### src/sv/ltsc_pkg.sv
// shared constants, command type and character codes of the lyric tag converter
`default_nettype none

package ltsc_pkg;

  localparam int MAX_TAG = 32;
  localparam int IDX_W   = $clog2(MAX_TAG);
  localparam int CNT_W   = $clog2(MAX_TAG + 1);
  localparam int QDEPTH  = 4;
  localparam int QPTR_W  = $clog2(QDEPTH);

  localparam logic [7:0] CH_LBRACK = 8'h5B;
  localparam logic [7:0] CH_RBRACK = 8'h5D;
  localparam logic [7:0] CH_COLON  = 8'h3A;
  localparam logic [7:0] CH_COMMA  = 8'h2C;
  localparam logic [7:0] CH_DOT    = 8'h2E;
  localparam logic [7:0] CH_LT     = 8'h3C;
  localparam logic [7:0] CH_GT     = 8'h3E;
  localparam logic [7:0] CH_NL     = 8'h0A;
  localparam logic [7:0] CH_ZERO   = 8'h30;
  localparam logic [7:0] CH_NINE   = 8'h39;

  typedef enum logic [1:0] {
    OP_STORE,
    OP_EMIT,
    OP_FLUSH,
    OP_TIME
  } op_t;

  typedef struct packed {
    op_t              op;
    logic [7:0]       data;
    logic [IDX_W-1:0] idx;
    logic [CNT_W-1:0] cnt;
    logic             flag;
    logic             last;
    logic [31:0]      ms;
  } cmd_t;

endpackage

`default_nettype wire

### src/sv/ltsc_front.sv
// front end: takes text bytes, tracks tag state and issues commands to the queue
`default_nettype none

module ltsc_front (
  input  wire logic          clk,
  input  wire logic          rst,
  input  wire logic          in_valid,
  output logic               in_ready,
  input  wire logic [7:0]    in_byte,
  input  wire logic          end_of_stream,
  output logic               push,
  output ltsc_pkg::cmd_t     push_cmd,
  input  wire logic          full
);
  import ltsc_pkg::*;

  localparam int HDR_NUM = 7;
  localparam int SLOTS   = 4;
  localparam int SL_OVF  = 0;
  localparam int SL_MAIN = 1;
  localparam int SL_CLS  = 2;
  localparam int SL_EOS  = 3;

  localparam logic [7:0] HDR_TEXT [HDR_NUM][7] = '{
    '{"[", "i", "d", 8'h00, 8'h00, 8'h00, 8'h00},
    '{"[", "b", "y", 8'h00, 8'h00, 8'h00, 8'h00},
    '{"[", "h", "a", "s", "h", 8'h00, 8'h00},
    '{"[", "a", "l", 8'h00, 8'h00, 8'h00, 8'h00},
    '{"[", "s", "i", "g", "n", 8'h00, 8'h00},
    '{"[", "t", "o", "t", "a", "l", 8'h00},
    '{"[", "o", "f", "f", "s", "e", "t"}
  };
  localparam logic [2:0] HDR_LEN [HDR_NUM] = '{3'd3, 3'd3, 3'd5, 3'd3, 3'd5, 3'd6, 3'd7};

  logic               in_angle;
  logic               in_bracket;
  logic               skip;
  logic [CNT_W-1:0]   count;
  logic               seen_colon;
  logic               seen_comma;
  logic [31:0]        ms;
  logic               digits_done;
  logic [HDR_NUM-1:0] hdr_ok;

  logic               in_angle_next;
  logic               in_bracket_next;
  logic               skip_next;
  logic [CNT_W-1:0]   count_next;
  logic               seen_colon_next;
  logic               seen_comma_next;
  logic [31:0]        ms_next;
  logic               digits_done_next;
  logic [HDR_NUM-1:0] hdr_ok_next;

  cmd_t               slot [SLOTS];
  logic [SLOTS-1:0]   slot_v;
  cmd_t               cand [SLOTS];
  logic [SLOTS-1:0]   cand_v;
  logic [1:0]         sel;

  logic               accept;
  logic               ovf;
  logic               plain;
  logic               header;
  logic               main_emits;
  logic [CNT_W-1:0]   count_inc;
  logic [7:0]         folded;

  assign in_ready  = (slot_v == '0);
  assign accept    = in_valid && in_ready;
  assign ovf       = in_bracket && (count == CNT_W'(MAX_TAG));
  assign plain     = !in_bracket || ovf;
  assign count_inc = count + CNT_W'(1);
  assign folded    = (in_byte >= "A" && in_byte <= "Z") ? (in_byte | 8'h20) : in_byte;

  always_comb begin
    in_angle_next    = in_angle;
    in_bracket_next  = in_bracket;
    skip_next        = skip;
    count_next       = count;
    seen_colon_next  = seen_colon;
    seen_comma_next  = seen_comma;
    ms_next          = ms;
    digits_done_next = digits_done;
    hdr_ok_next      = hdr_ok;
    header           = 1'b0;
    cand_v           = '0;
    for (int i = 0; i < SLOTS; i++) begin
      cand[i] = '0;
    end

    // overflow: flush the full store, then treat the byte as text
    if (ovf) begin
      cand_v[SL_OVF]    = 1'b1;
      cand[SL_OVF].op   = OP_FLUSH;
      cand[SL_OVF].cnt  = count;
      cand[SL_OVF].flag = 1'b1;
      in_bracket_next   = 1'b0;
    end

    if (in_bracket && !ovf) begin
      cand_v[SL_MAIN]    = 1'b1;
      cand[SL_MAIN].op   = OP_STORE;
      cand[SL_MAIN].data = in_byte;
      cand[SL_MAIN].idx  = count[IDX_W-1:0];
      count_next         = count_inc;
      if (in_byte == CH_COLON) begin
        seen_colon_next = 1'b1;
      end
      if (in_byte == CH_COMMA) begin
        seen_comma_next = 1'b1;
      end
      if (!digits_done) begin
        if (in_byte >= CH_ZERO && in_byte <= CH_NINE) begin
          ms_next = (ms << 3) + (ms << 1) + {24'b0, in_byte - CH_ZERO};
        end else begin
          digits_done_next = 1'b1;
        end
      end
      for (int p = 0; p < HDR_NUM; p++) begin
        if (count < CNT_W'(HDR_LEN[p]) && folded != HDR_TEXT[p][count[2:0]]) begin
          hdr_ok_next[p] = 1'b0;
        end
      end
      for (int p = 0; p < HDR_NUM; p++) begin
        if (hdr_ok_next[p] && count_inc >= CNT_W'(HDR_LEN[p])) begin
          header = 1'b1;
        end
      end
      if (in_byte == CH_RBRACK) begin
        in_bracket_next = 1'b0;
        if (seen_colon_next) begin
          if (header) begin
            skip_next = 1'b1;
          end else begin
            cand_v[SL_CLS]   = 1'b1;
            cand[SL_CLS].op  = OP_FLUSH;
            cand[SL_CLS].cnt = count_inc;
          end
        end else if (seen_comma_next) begin
          cand_v[SL_CLS]  = 1'b1;
          cand[SL_CLS].op = OP_TIME;
          cand[SL_CLS].ms = ms_next;
        end else begin
          cand_v[SL_CLS]   = 1'b1;
          cand[SL_CLS].op  = OP_FLUSH;
          cand[SL_CLS].idx = IDX_W'(1);
          cand[SL_CLS].cnt = count_inc;
        end
      end
    end

    if (plain) begin
      if (skip) begin
        if (in_byte == CH_NL) begin
          cand_v[SL_MAIN]    = 1'b1;
          cand[SL_MAIN].op   = OP_EMIT;
          cand[SL_MAIN].data = in_byte;
          skip_next          = 1'b0;
        end
      end else if (in_angle) begin
        if (in_byte == CH_GT) begin
          in_angle_next = 1'b0;
        end
      end else if (in_byte == CH_LT) begin
        in_angle_next = 1'b1;
      end else if (in_byte == CH_LBRACK) begin
        cand_v[SL_MAIN]    = 1'b1;
        cand[SL_MAIN].op   = OP_STORE;
        cand[SL_MAIN].data = in_byte;
        cand[SL_MAIN].idx  = '0;
        in_bracket_next    = 1'b1;
        count_next         = CNT_W'(1);
        seen_colon_next    = 1'b0;
        seen_comma_next    = 1'b0;
        ms_next            = '0;
        digits_done_next   = 1'b0;
        hdr_ok_next        = '1;
      end else begin
        cand_v[SL_MAIN]    = 1'b1;
        cand[SL_MAIN].op   = OP_EMIT;
        cand[SL_MAIN].data = in_byte;
      end
    end

    if (end_of_stream) begin
      if (in_bracket_next) begin
        cand_v[SL_EOS]    = 1'b1;
        cand[SL_EOS].op   = OP_FLUSH;
        cand[SL_EOS].cnt  = count_next;
        cand[SL_EOS].flag = 1'b1;
      end
      in_angle_next    = 1'b0;
      in_bracket_next  = 1'b0;
      skip_next        = 1'b0;
      count_next       = '0;
      seen_colon_next  = 1'b0;
      seen_comma_next  = 1'b0;
      ms_next          = '0;
      digits_done_next = 1'b0;
      hdr_ok_next      = '0;
    end

    // run_last goes on the final command that produces output
    main_emits         = cand_v[SL_MAIN] && (cand[SL_MAIN].op == OP_EMIT);
    cand[SL_EOS].last  = cand_v[SL_EOS];
    cand[SL_CLS].last  = !cand_v[SL_EOS];
    cand[SL_MAIN].last = main_emits && !cand_v[SL_CLS] && !cand_v[SL_EOS];
    cand[SL_OVF].last  = !main_emits && !cand_v[SL_CLS] && !cand_v[SL_EOS];
  end

  always_comb begin
    sel = '0;
    for (int i = SLOTS - 1; i >= 0; i--) begin
      if (slot_v[i]) begin
        sel = 2'(i);
      end
    end
  end

  assign push     = (slot_v != '0) && !full;
  assign push_cmd = slot[sel];

  always_ff @(posedge clk) begin
    if (rst) begin
      in_angle    <= 1'b0;
      in_bracket  <= 1'b0;
      skip        <= 1'b0;
      count       <= '0;
      seen_colon  <= 1'b0;
      seen_comma  <= 1'b0;
      ms          <= '0;
      digits_done <= 1'b0;
      hdr_ok      <= '0;
      slot_v      <= '0;
    end else if (accept) begin
      in_angle    <= in_angle_next;
      in_bracket  <= in_bracket_next;
      skip        <= skip_next;
      count       <= count_next;
      seen_colon  <= seen_colon_next;
      seen_comma  <= seen_comma_next;
      ms          <= ms_next;
      digits_done <= digits_done_next;
      hdr_ok      <= hdr_ok_next;
      slot_v      <= cand_v;
      for (int i = 0; i < SLOTS; i++) begin
        slot[i] <= cand[i];
      end
    end else if (push) begin
      slot_v[sel] <= 1'b0;
    end
  end

endmodule

`default_nettype wire

### src/sv/ltsc_fifo.sv
// command queue between the front end and the back end
`default_nettype none

module ltsc_fifo (
  input  wire logic           clk,
  input  wire logic           rst,
  input  wire logic           push,
  input  wire ltsc_pkg::cmd_t push_cmd,
  output logic                full,
  input  wire logic           pop,
  output ltsc_pkg::cmd_t      pop_cmd,
  output logic                empty
);
  import ltsc_pkg::*;

  cmd_t              entries [QDEPTH];
  logic [QPTR_W:0]   wp;
  logic [QPTR_W:0]   rp;

  assign empty   = (wp == rp);
  assign full    = (wp[QPTR_W] != rp[QPTR_W]) && (wp[QPTR_W-1:0] == rp[QPTR_W-1:0]);
  assign pop_cmd = entries[rp[QPTR_W-1:0]];

  always_ff @(posedge clk) begin
    if (rst) begin
      wp <= '0;
      rp <= '0;
    end else begin
      if (push) begin
        wp <= wp + (QPTR_W+1)'(1);
      end
      if (pop) begin
        rp <= rp + (QPTR_W+1)'(1);
      end
    end
  end

  always_ff @(posedge clk) begin
    if (push) begin
      entries[wp[QPTR_W-1:0]] <= push_cmd;
    end
  end

endmodule

`default_nettype wire

### src/sv/ltsc_back.sv
// back end: bracket store, store replay, time conversion and output register
`default_nettype none

module ltsc_back (
  input  wire logic           clk,
  input  wire logic           rst,
  input  wire logic           empty,
  output logic                pop,
  input  wire ltsc_pkg::cmd_t pop_cmd,
  output logic                out_valid,
  input  wire logic           out_ready,
  output logic [7:0]          out_byte,
  output logic                run_last,
  output logic                overflow_flag
);
  import ltsc_pkg::*;

  localparam logic [3:0] TIME_LAST = 4'd9;

  typedef enum logic [2:0] {
    S_IDLE,
    S_FL_RD,
    S_FL_EM,
    S_TM_CALC,
    S_TM_EM
  } state_t;

  state_t           state;

  logic [7:0]       store_mem [MAX_TAG];
  logic [7:0]       rd_data;
  logic             store_we;

  logic [CNT_W-1:0] ptr;
  logic [CNT_W-1:0] ptr_next;
  logic [CNT_W-1:0] end_cnt;
  logic             c_flag;
  logic             c_last;

  logic [31:0]      ms;
  logic [2:0]       tstep;
  logic [16:0]      minutes;
  logic [11:0]      hours;
  logic [15:0]      rem;
  logic [9:0]       crem;
  logic [54:0]      min_prod;
  logic [30:0]      hr_prod;
  logic [32:0]      min_ms;
  logic [31:0]      rem_full;
  logic [16:0]      hr_min;
  logic [16:0]      mm_full;
  logic [26:0]      sec_prod;
  logic [15:0]      sec_ms;
  logic [15:0]      crem_full;
  logic [17:0]      cc_prod;

  logic [6:0]       mm;
  logic [6:0]       ss;
  logic [6:0]       cc;
  logic [3:0]       eidx;
  logic [7:0]       time_char;
  logic             can_emit;
  logic             load;
  logic [7:0]       load_byte;
  logic             load_last;
  logic             load_flag;

  function automatic logic [3:0] tens(input logic [6:0] v);
    logic [14:0] prod;
    prod = {8'b0, v} * 15'd205;
    return prod[14:11];
  endfunction

  function automatic logic [3:0] ones(input logic [6:0] v);
    logic [6:0] t10;
    logic [6:0] diff;
    t10  = {3'b0, tens(v)} * 7'd10;
    diff = v - t10;
    return diff[3:0];
  endfunction

  assign can_emit = !out_valid || out_ready;
  assign pop      = (state == S_IDLE) && !empty && (pop_cmd.op != OP_EMIT || can_emit);
  assign store_we = pop && (pop_cmd.op == OP_STORE);
  assign ptr_next = ptr + CNT_W'(1);

  // ms / 60000 as (ms >> 5) / 1875 by reciprocal multiply
  assign min_prod  = {28'b0, ms[31:5]} * 55'd146601551;
  // minutes / 60 as (minutes >> 2) / 15
  assign hr_prod   = {16'b0, minutes[16:2]} * 31'd34953;
  assign min_ms    = {16'b0, minutes} * 33'd60000;
  assign rem_full  = ms - min_ms[31:0];
  assign hr_min    = {5'b0, hours} * 17'd60;
  assign mm_full   = minutes - hr_min;
  // rem / 1000 as (rem >> 3) / 125
  assign sec_prod  = {14'b0, rem[15:3]} * 27'd8389;
  assign sec_ms    = {9'b0, ss} * 16'd1000;
  assign crem_full = rem - sec_ms;
  assign cc_prod   = {8'b0, crem} * 18'd205;

  always_comb begin
    case (eidx)
      4'd0:    time_char = CH_LBRACK;
      4'd1:    time_char = CH_ZERO | {4'b0, tens(mm)};
      4'd2:    time_char = CH_ZERO | {4'b0, ones(mm)};
      4'd3:    time_char = CH_COLON;
      4'd4:    time_char = CH_ZERO | {4'b0, tens(ss)};
      4'd5:    time_char = CH_ZERO | {4'b0, ones(ss)};
      4'd6:    time_char = CH_DOT;
      4'd7:    time_char = CH_ZERO | {4'b0, tens(cc)};
      4'd8:    time_char = CH_ZERO | {4'b0, ones(cc)};
      default: time_char = CH_RBRACK;
    endcase
  end

  always_comb begin
    load      = 1'b0;
    load_byte = pop_cmd.data;
    load_last = pop_cmd.last;
    load_flag = pop_cmd.flag;
    case (state)
      S_IDLE: begin
        load = pop && (pop_cmd.op == OP_EMIT);
      end
      S_FL_EM: begin
        load      = can_emit;
        load_byte = rd_data;
        load_last = c_last && (ptr_next == end_cnt);
        load_flag = c_flag;
      end
      S_TM_EM: begin
        load      = can_emit;
        load_byte = time_char;
        load_last = c_last && (eidx == TIME_LAST);
        load_flag = 1'b0;
      end
      default: begin
      end
    endcase
  end

  always_ff @(posedge clk) begin
    if (store_we) begin
      store_mem[pop_cmd.idx] <= pop_cmd.data;
    end
    rd_data <= store_mem[ptr[IDX_W-1:0]];
  end

  always_ff @(posedge clk) begin
    if (rst) begin
      state     <= S_IDLE;
      out_valid <= 1'b0;
    end else begin
      if (load) begin
        out_valid     <= 1'b1;
        out_byte      <= load_byte;
        run_last      <= load_last;
        overflow_flag <= load_flag;
      end else if (out_ready) begin
        out_valid <= 1'b0;
      end
      case (state)
        S_IDLE: begin
          if (pop) begin
            case (pop_cmd.op)
              OP_FLUSH: begin
                ptr     <= CNT_W'(pop_cmd.idx);
                end_cnt <= pop_cmd.cnt;
                c_flag  <= pop_cmd.flag;
                c_last  <= pop_cmd.last;
                state   <= S_FL_RD;
              end
              OP_TIME: begin
                ms     <= pop_cmd.ms;
                tstep  <= '0;
                c_last <= pop_cmd.last;
                state  <= S_TM_CALC;
              end
              default: begin
              end
            endcase
          end
        end
        S_FL_RD: begin
          state <= S_FL_EM;
        end
        S_FL_EM: begin
          if (can_emit) begin
            ptr   <= ptr_next;
            state <= (ptr_next == end_cnt) ? S_IDLE : S_FL_RD;
          end
        end
        S_TM_CALC: begin
          tstep <= tstep + 3'd1;
          case (tstep)
            3'd0: begin
              minutes <= min_prod[54:38];
            end
            3'd1: begin
              hours <= hr_prod[30:19];
              rem   <= rem_full[15:0];
            end
            3'd2: begin
              mm <= mm_full[6:0];
              ss <= sec_prod[26:20];
            end
            3'd3: begin
              crem <= crem_full[9:0];
            end
            default: begin
              cc    <= cc_prod[17:11];
              eidx  <= '0;
              state <= S_TM_EM;
            end
          endcase
        end
        S_TM_EM: begin
          if (can_emit) begin
            eidx <= eidx + 4'd1;
            if (eidx == TIME_LAST) begin
              state <= S_IDLE;
            end
          end
        end
        default: begin
          state <= S_IDLE;
        end
      endcase
    end
  end

endmodule

`default_nettype wire

### src/sv/lyric_tag_stream_converter_core.sv
// top level of the lyric tag stream converter: front end, command queue, back end
//
//   channel | signals                                   | dir | moves
//   --------+-------------------------------------------+-----+--------------------
//   in      | in_valid in_ready in_byte end_of_stream   | in  | one text byte
//   out     | out_valid out_ready out_byte run_last     | out | one converted byte
//           | overflow_flag                             |     |
//
// a request that queues nothing (angle tag or skipped line) is taken every cycle, else the
// input waits until all of its queued commands (up to 3 per request) have been pushed
// a bracket replay reads each byte through the registered store read port
// a timing bracket runs a reciprocal multiply conversion, then emits 10 output bytes
// reset clears control state only; store entries are written before they are read
// output backpressure holds the back end only, the input stalls once the queue is full
`default_nettype none

module lyric_tag_stream_converter_core (
  input  wire logic       clk,
  input  wire logic       rst,
  input  wire logic       in_valid,
  output logic            in_ready,
  input  wire logic [7:0] in_byte,
  input  wire logic       end_of_stream,
  output logic            out_valid,
  input  wire logic       out_ready,
  output logic [7:0]      out_byte,
  output logic            run_last,
  output logic            overflow_flag
);
  import ltsc_pkg::*;

  logic push;
  logic full;
  logic pop;
  logic empty;
  cmd_t push_cmd;
  cmd_t pop_cmd;

  ltsc_front u_front (
    .clk           (clk),
    .rst           (rst),
    .in_valid      (in_valid),
    .in_ready      (in_ready),
    .in_byte       (in_byte),
    .end_of_stream (end_of_stream),
    .push          (push),
    .push_cmd      (push_cmd),
    .full          (full)
  );

  ltsc_fifo u_fifo (
    .clk      (clk),
    .rst      (rst),
    .push     (push),
    .push_cmd (push_cmd),
    .full     (full),
    .pop      (pop),
    .pop_cmd  (pop_cmd),
    .empty    (empty)
  );

  ltsc_back u_back (
    .clk           (clk),
    .rst           (rst),
    .empty         (empty),
    .pop           (pop),
    .pop_cmd       (pop_cmd),
    .out_valid     (out_valid),
    .out_ready     (out_ready),
    .out_byte      (out_byte),
    .run_last      (run_last),
    .overflow_flag (overflow_flag)
  );

endmodule

`default_nettype wire
### config.mk
export PLATFORM = sky130hd
export DESIGN_NAME = lyric_tag_stream_converter_core
export DESIGN_NICKNAME = d
export VERILOG_FILES = /design/src/sv/ltsc_pkg.sv /design/src/sv/ltsc_front.sv /design/src/sv/ltsc_fifo.sv /design/src/sv/ltsc_back.sv /design/src/sv/lyric_tag_stream_converter_core.sv
export SDC_FILE = /design/constraint.sdc
export NUM_CORES = 2
export LEC_CHECK = 0
export BUFFER_PORTS_ARGS = -buffer_cell sky130_fd_sc_hd__buf_2
export CAP_MARGIN = 25
export CORE_UTILIZATION = 55
export DETAILED_ROUTE_END_ITERATION = 16
export GPL_TIMING_DRIVEN = 0
export PLACE_DENSITY_LB_ADDON = 0.15
export SLEW_MARGIN = 20
export SYNTH_ARGS = -nofsm -noshare
export SYNTH_HDL_FRONTEND = slang
export SYNTH_HIERARCHICAL = 1
export SYNTH_SLANG_ARGS = --single-unit
### constraint.sdc
create_clock -name clk -period 16.3 [get_ports clk]
set_input_delay 3.26 -clock clk [delete_from_list [all_inputs] [get_ports clk]]
set_output_delay 3.26 -clock clk [all_outputs]
set_load 0.1 [all_outputs]
==> impl_metrics.json <==
{
  "syn_area_per_cell_um2": 12.49,
  "hold_viol": 0,
  "fin_tns_setup_ps": 0,
  "viasPerCell": 5.632,
  "dpl.hpwl_mm": 93.21,
  "drv_slew": 0,
  "r2r_end": "u_back/minutes[12]",
  "max_freq_mhz": 125.2,
  "yosysUniqueCellTypes": 89,
  "synth.most_common_cell": "inv_1",
  "critPathLaunch": "u_back/ms[23]",
  "cts_tree": "built",
  "cts_setup_buffers": 0,
  "cts_buffer_depth": 3,
  "fin_crit_ps": 7989,
  "drtIter0Drc": 2478,
  "final_util_pct": 60.51,
  "hp-class": "reg2reg",
  "critPathMaxFanout": 7,
  "grt_pass1_wl_mm": 186.4,
  "dr.pass1.iters": 7,
  "fill_cells": 7687,
  "floorplan.initialDensity_pct": 55.83,
  "finalSetupViolCount": 0,
  "synth_commonest_cells": "inv_1, ha_1, edfxtp_1",
  "wire_per_inst_um": 20.38,
  "synthToLayoutAreaGrowth_pct": 8.399,
  "path_clk_slew_ps": 60,
  "yosysTopAreaCell": "edfxtp_1",
  "synthArstFlopShare_pct": 0,
  "post-place-ws_ps": 8221,
  "die_y_um": 316.0,
  "crit_path_end_kind": "flip-flop",
  "post-route-worst-setup-slack_ps": 8311,
  "ff2ff_setup_slack_ps": 8310,
  "worstReg2RegStart": "u_back/ms[23]",
  "critPathMaxStageDelay_ps": 800,
  "grt-ovfl-total": 0,
  "cpMostUsedCell": "fa_1",
  "numCtsBuffers": 79,
  "fin_skew_ps": 60.79,
  "place.gp.congestion": 0.9546,
  "tightest_slew_ps": 1119,
  "hold_ws_ps": 414.2,
  "ys_ff_latch": 756,
  "fp-row-count": 114,
  "endpoint": "u_back/minutes[12]",
  "cts_resized": 0,
  "ys.flop_type": "edfxtp_1",
  "drv_cap": 0,
  "die_w_um": 316.0,
  "crit_slowest_cell": "fa_1",
  "status": "complete, no violations",
  "grt_pass1_vias": 33260,
  "core_area_um2": 97140,
  "drcViolationCount": 0,
  "cp_cell_sequence": "fa_1 > inv_1 > fa_1 > inv_1 > fa_1 > inv_1 > fa_1 > fa_1 > inv_1 > fa_1 > inv_1 > fa_1 > inv_1 > ha_1 > a21o_1 > a21o_1 > a21oi_1 > o31ai_1 > a311oi_1 > a211oi_1 > or4_1 > a31oi_1 > xnor2_1",
  "grtUsageTotal_pct": 24.39,
  "synth_enable_flop_cells": 681,
  "grt_antenna_before_repair": 1,
  "cts_max_level": 3,
  "nets": 5582,
  "cp_data_required_time_ps": 16680,
  "startpoint_type": "flip-flop",
  "num_vias": 32690,
  "yosys_warnings": 6,
  "synth_area_um2": 54230,
  "arrival_ps": 8370,
  "syn_inst": 4343,
  "yosys.area.top_type_share_pct": 37.71,
  "path_class": "reg2reg",
  "drt-total-wl_mm": 118.3,
  "ys_seq_area_share_pct": 40.48,
  "clock_sink_count": 756,
  "root_buffer": "clkbuf_16",
  "synth.top_cells.by_area": "edfxtp_1, ha_1, fa_1",
  "holdBufCountCts": 0,
  "drive_gt1_share_pct": 8.107,
  "reg2regPathDepth": 23,
  "die_area_um2": 99850,
  "finalCritPeriodShare_pct": 49.01,
  "grt_start_max_net_pins": 36,
  "grt_setup_unrepaired": "no",
  "slew_headroom_pct": 24.36,
  "clk_latency_ps": 650,
  "postRouteAntennaNets": 0,
  "io_pins": 25,
  "io_buffers": 23
}
final cells by class:
class / count / area [um2] / share of cell area (%)
Buffer: 110 / 538.0 / 0.9153
Inverter: 795 / 2984 / 5.077
Antenna cell: 1 / 2.502 / 0.004257
Tap cell: 1276 / 1597 / 2.716
Sequential cell: 756 / 21950 / 37.34
Multi-Input combinational cell: 2684 / 28810 / 49.00
Clock buffer: 105 / 2115 / 3.597
Clock inverter: 40 / 471.7 / 0.8025
Timing Repair Buffer: 37 / 317.8 / 0.5407
cells in the final DEF (no fill, tap or decap), types with 32 or more instances in the layout:
cell type,instances
edfxtp_1,681
clkbuf_1,86
mux4_2,131
o21ai_0,81
xnor2_1,105
nand3_1,42
a31oi_1,35
nor3_1,57
fa_1,404
clkbuf_16,79
ha_1,702
nor2_1,212
nor2b_1,32
a21oi_1,162
xor2_1,57
buf_2,45
dfxtp_1,75
inv_1,795
nand2_1,144
and2_1,73
a21o_1,66
state kept, by name, indices dropped and copies added (netlist names), 8 cells and up, named ones only:
name,flops
u_back/crem,10
u_front/slot,73
u_back/store_mem,256
u_back/out_byte,8
u_fifo/entries,220
u_back/minutes,17
u_front/ms,32
u_back/rd_data,8
u_back/rem,16
u_back/ms,32
critical path, delay by kind of cell (launching register included):
| family | cells | cell delay, ps |
|---|---|---|
| AO/OA/AOI/OAI | 7 | 1610 |
| XOR/XNOR | 1 | 100 |
| adder cells (fa/ha/maj) | 8 | 4410 |
| buffers and inverters | 6 | 400 |
| flip-flops | 1 | 650 |
| AND/OR/NAND/NOR | 1 | 550 |
cell families after synthesis:
logic type	Yosys count	synth area share [%]
simple gates	691	6.255
fa+ha+maj	1106	31.11
compound gates	564	6.918
buf+inv	905	6.495
xor+xnor	162	2.617
other cells	1	0.006915
mux	158	6.117
flops	756	40.48
worst min path at each step:
stage	startpoint	endpoint	slack (ps)	cells past startpoint
finish	u_back/ms[4]	u_back/rem[4]	410	0
floorplan	u_back/rem[0]	u_back/crem[0]	400	0
global route	u_back/ms[4]	u_back/rem[4]	430	0
detailed placement	u_back/ms[1]	u_back/rem[1]	410	0
global placement	u_back/ms[3]	u_back/rem[3]	400	0
CTS	u_back/ms[4]	u_back/rem[4]	420	0
per-stage QoR:
stage,cells,instance area (um2)
final,5804,58780
after global routing,5803,58780
after CTS,5801,58750
after detailed placement,5656,56170
after global placement,5644,55950
after floorplan,4345,54230
per-layer routing:
metal / GRT usage (%) / wire length [um]
met1: 35.13 / 53950
met2: 37.87 / 53510
met3: 5.234 / 8347
met4: 5.951 / 2456
met5: 0 / 0
Power is left out: the tool's default activity adds up to more than one toggle a clock period on the data nets, which glitch-free logic cannot reach.
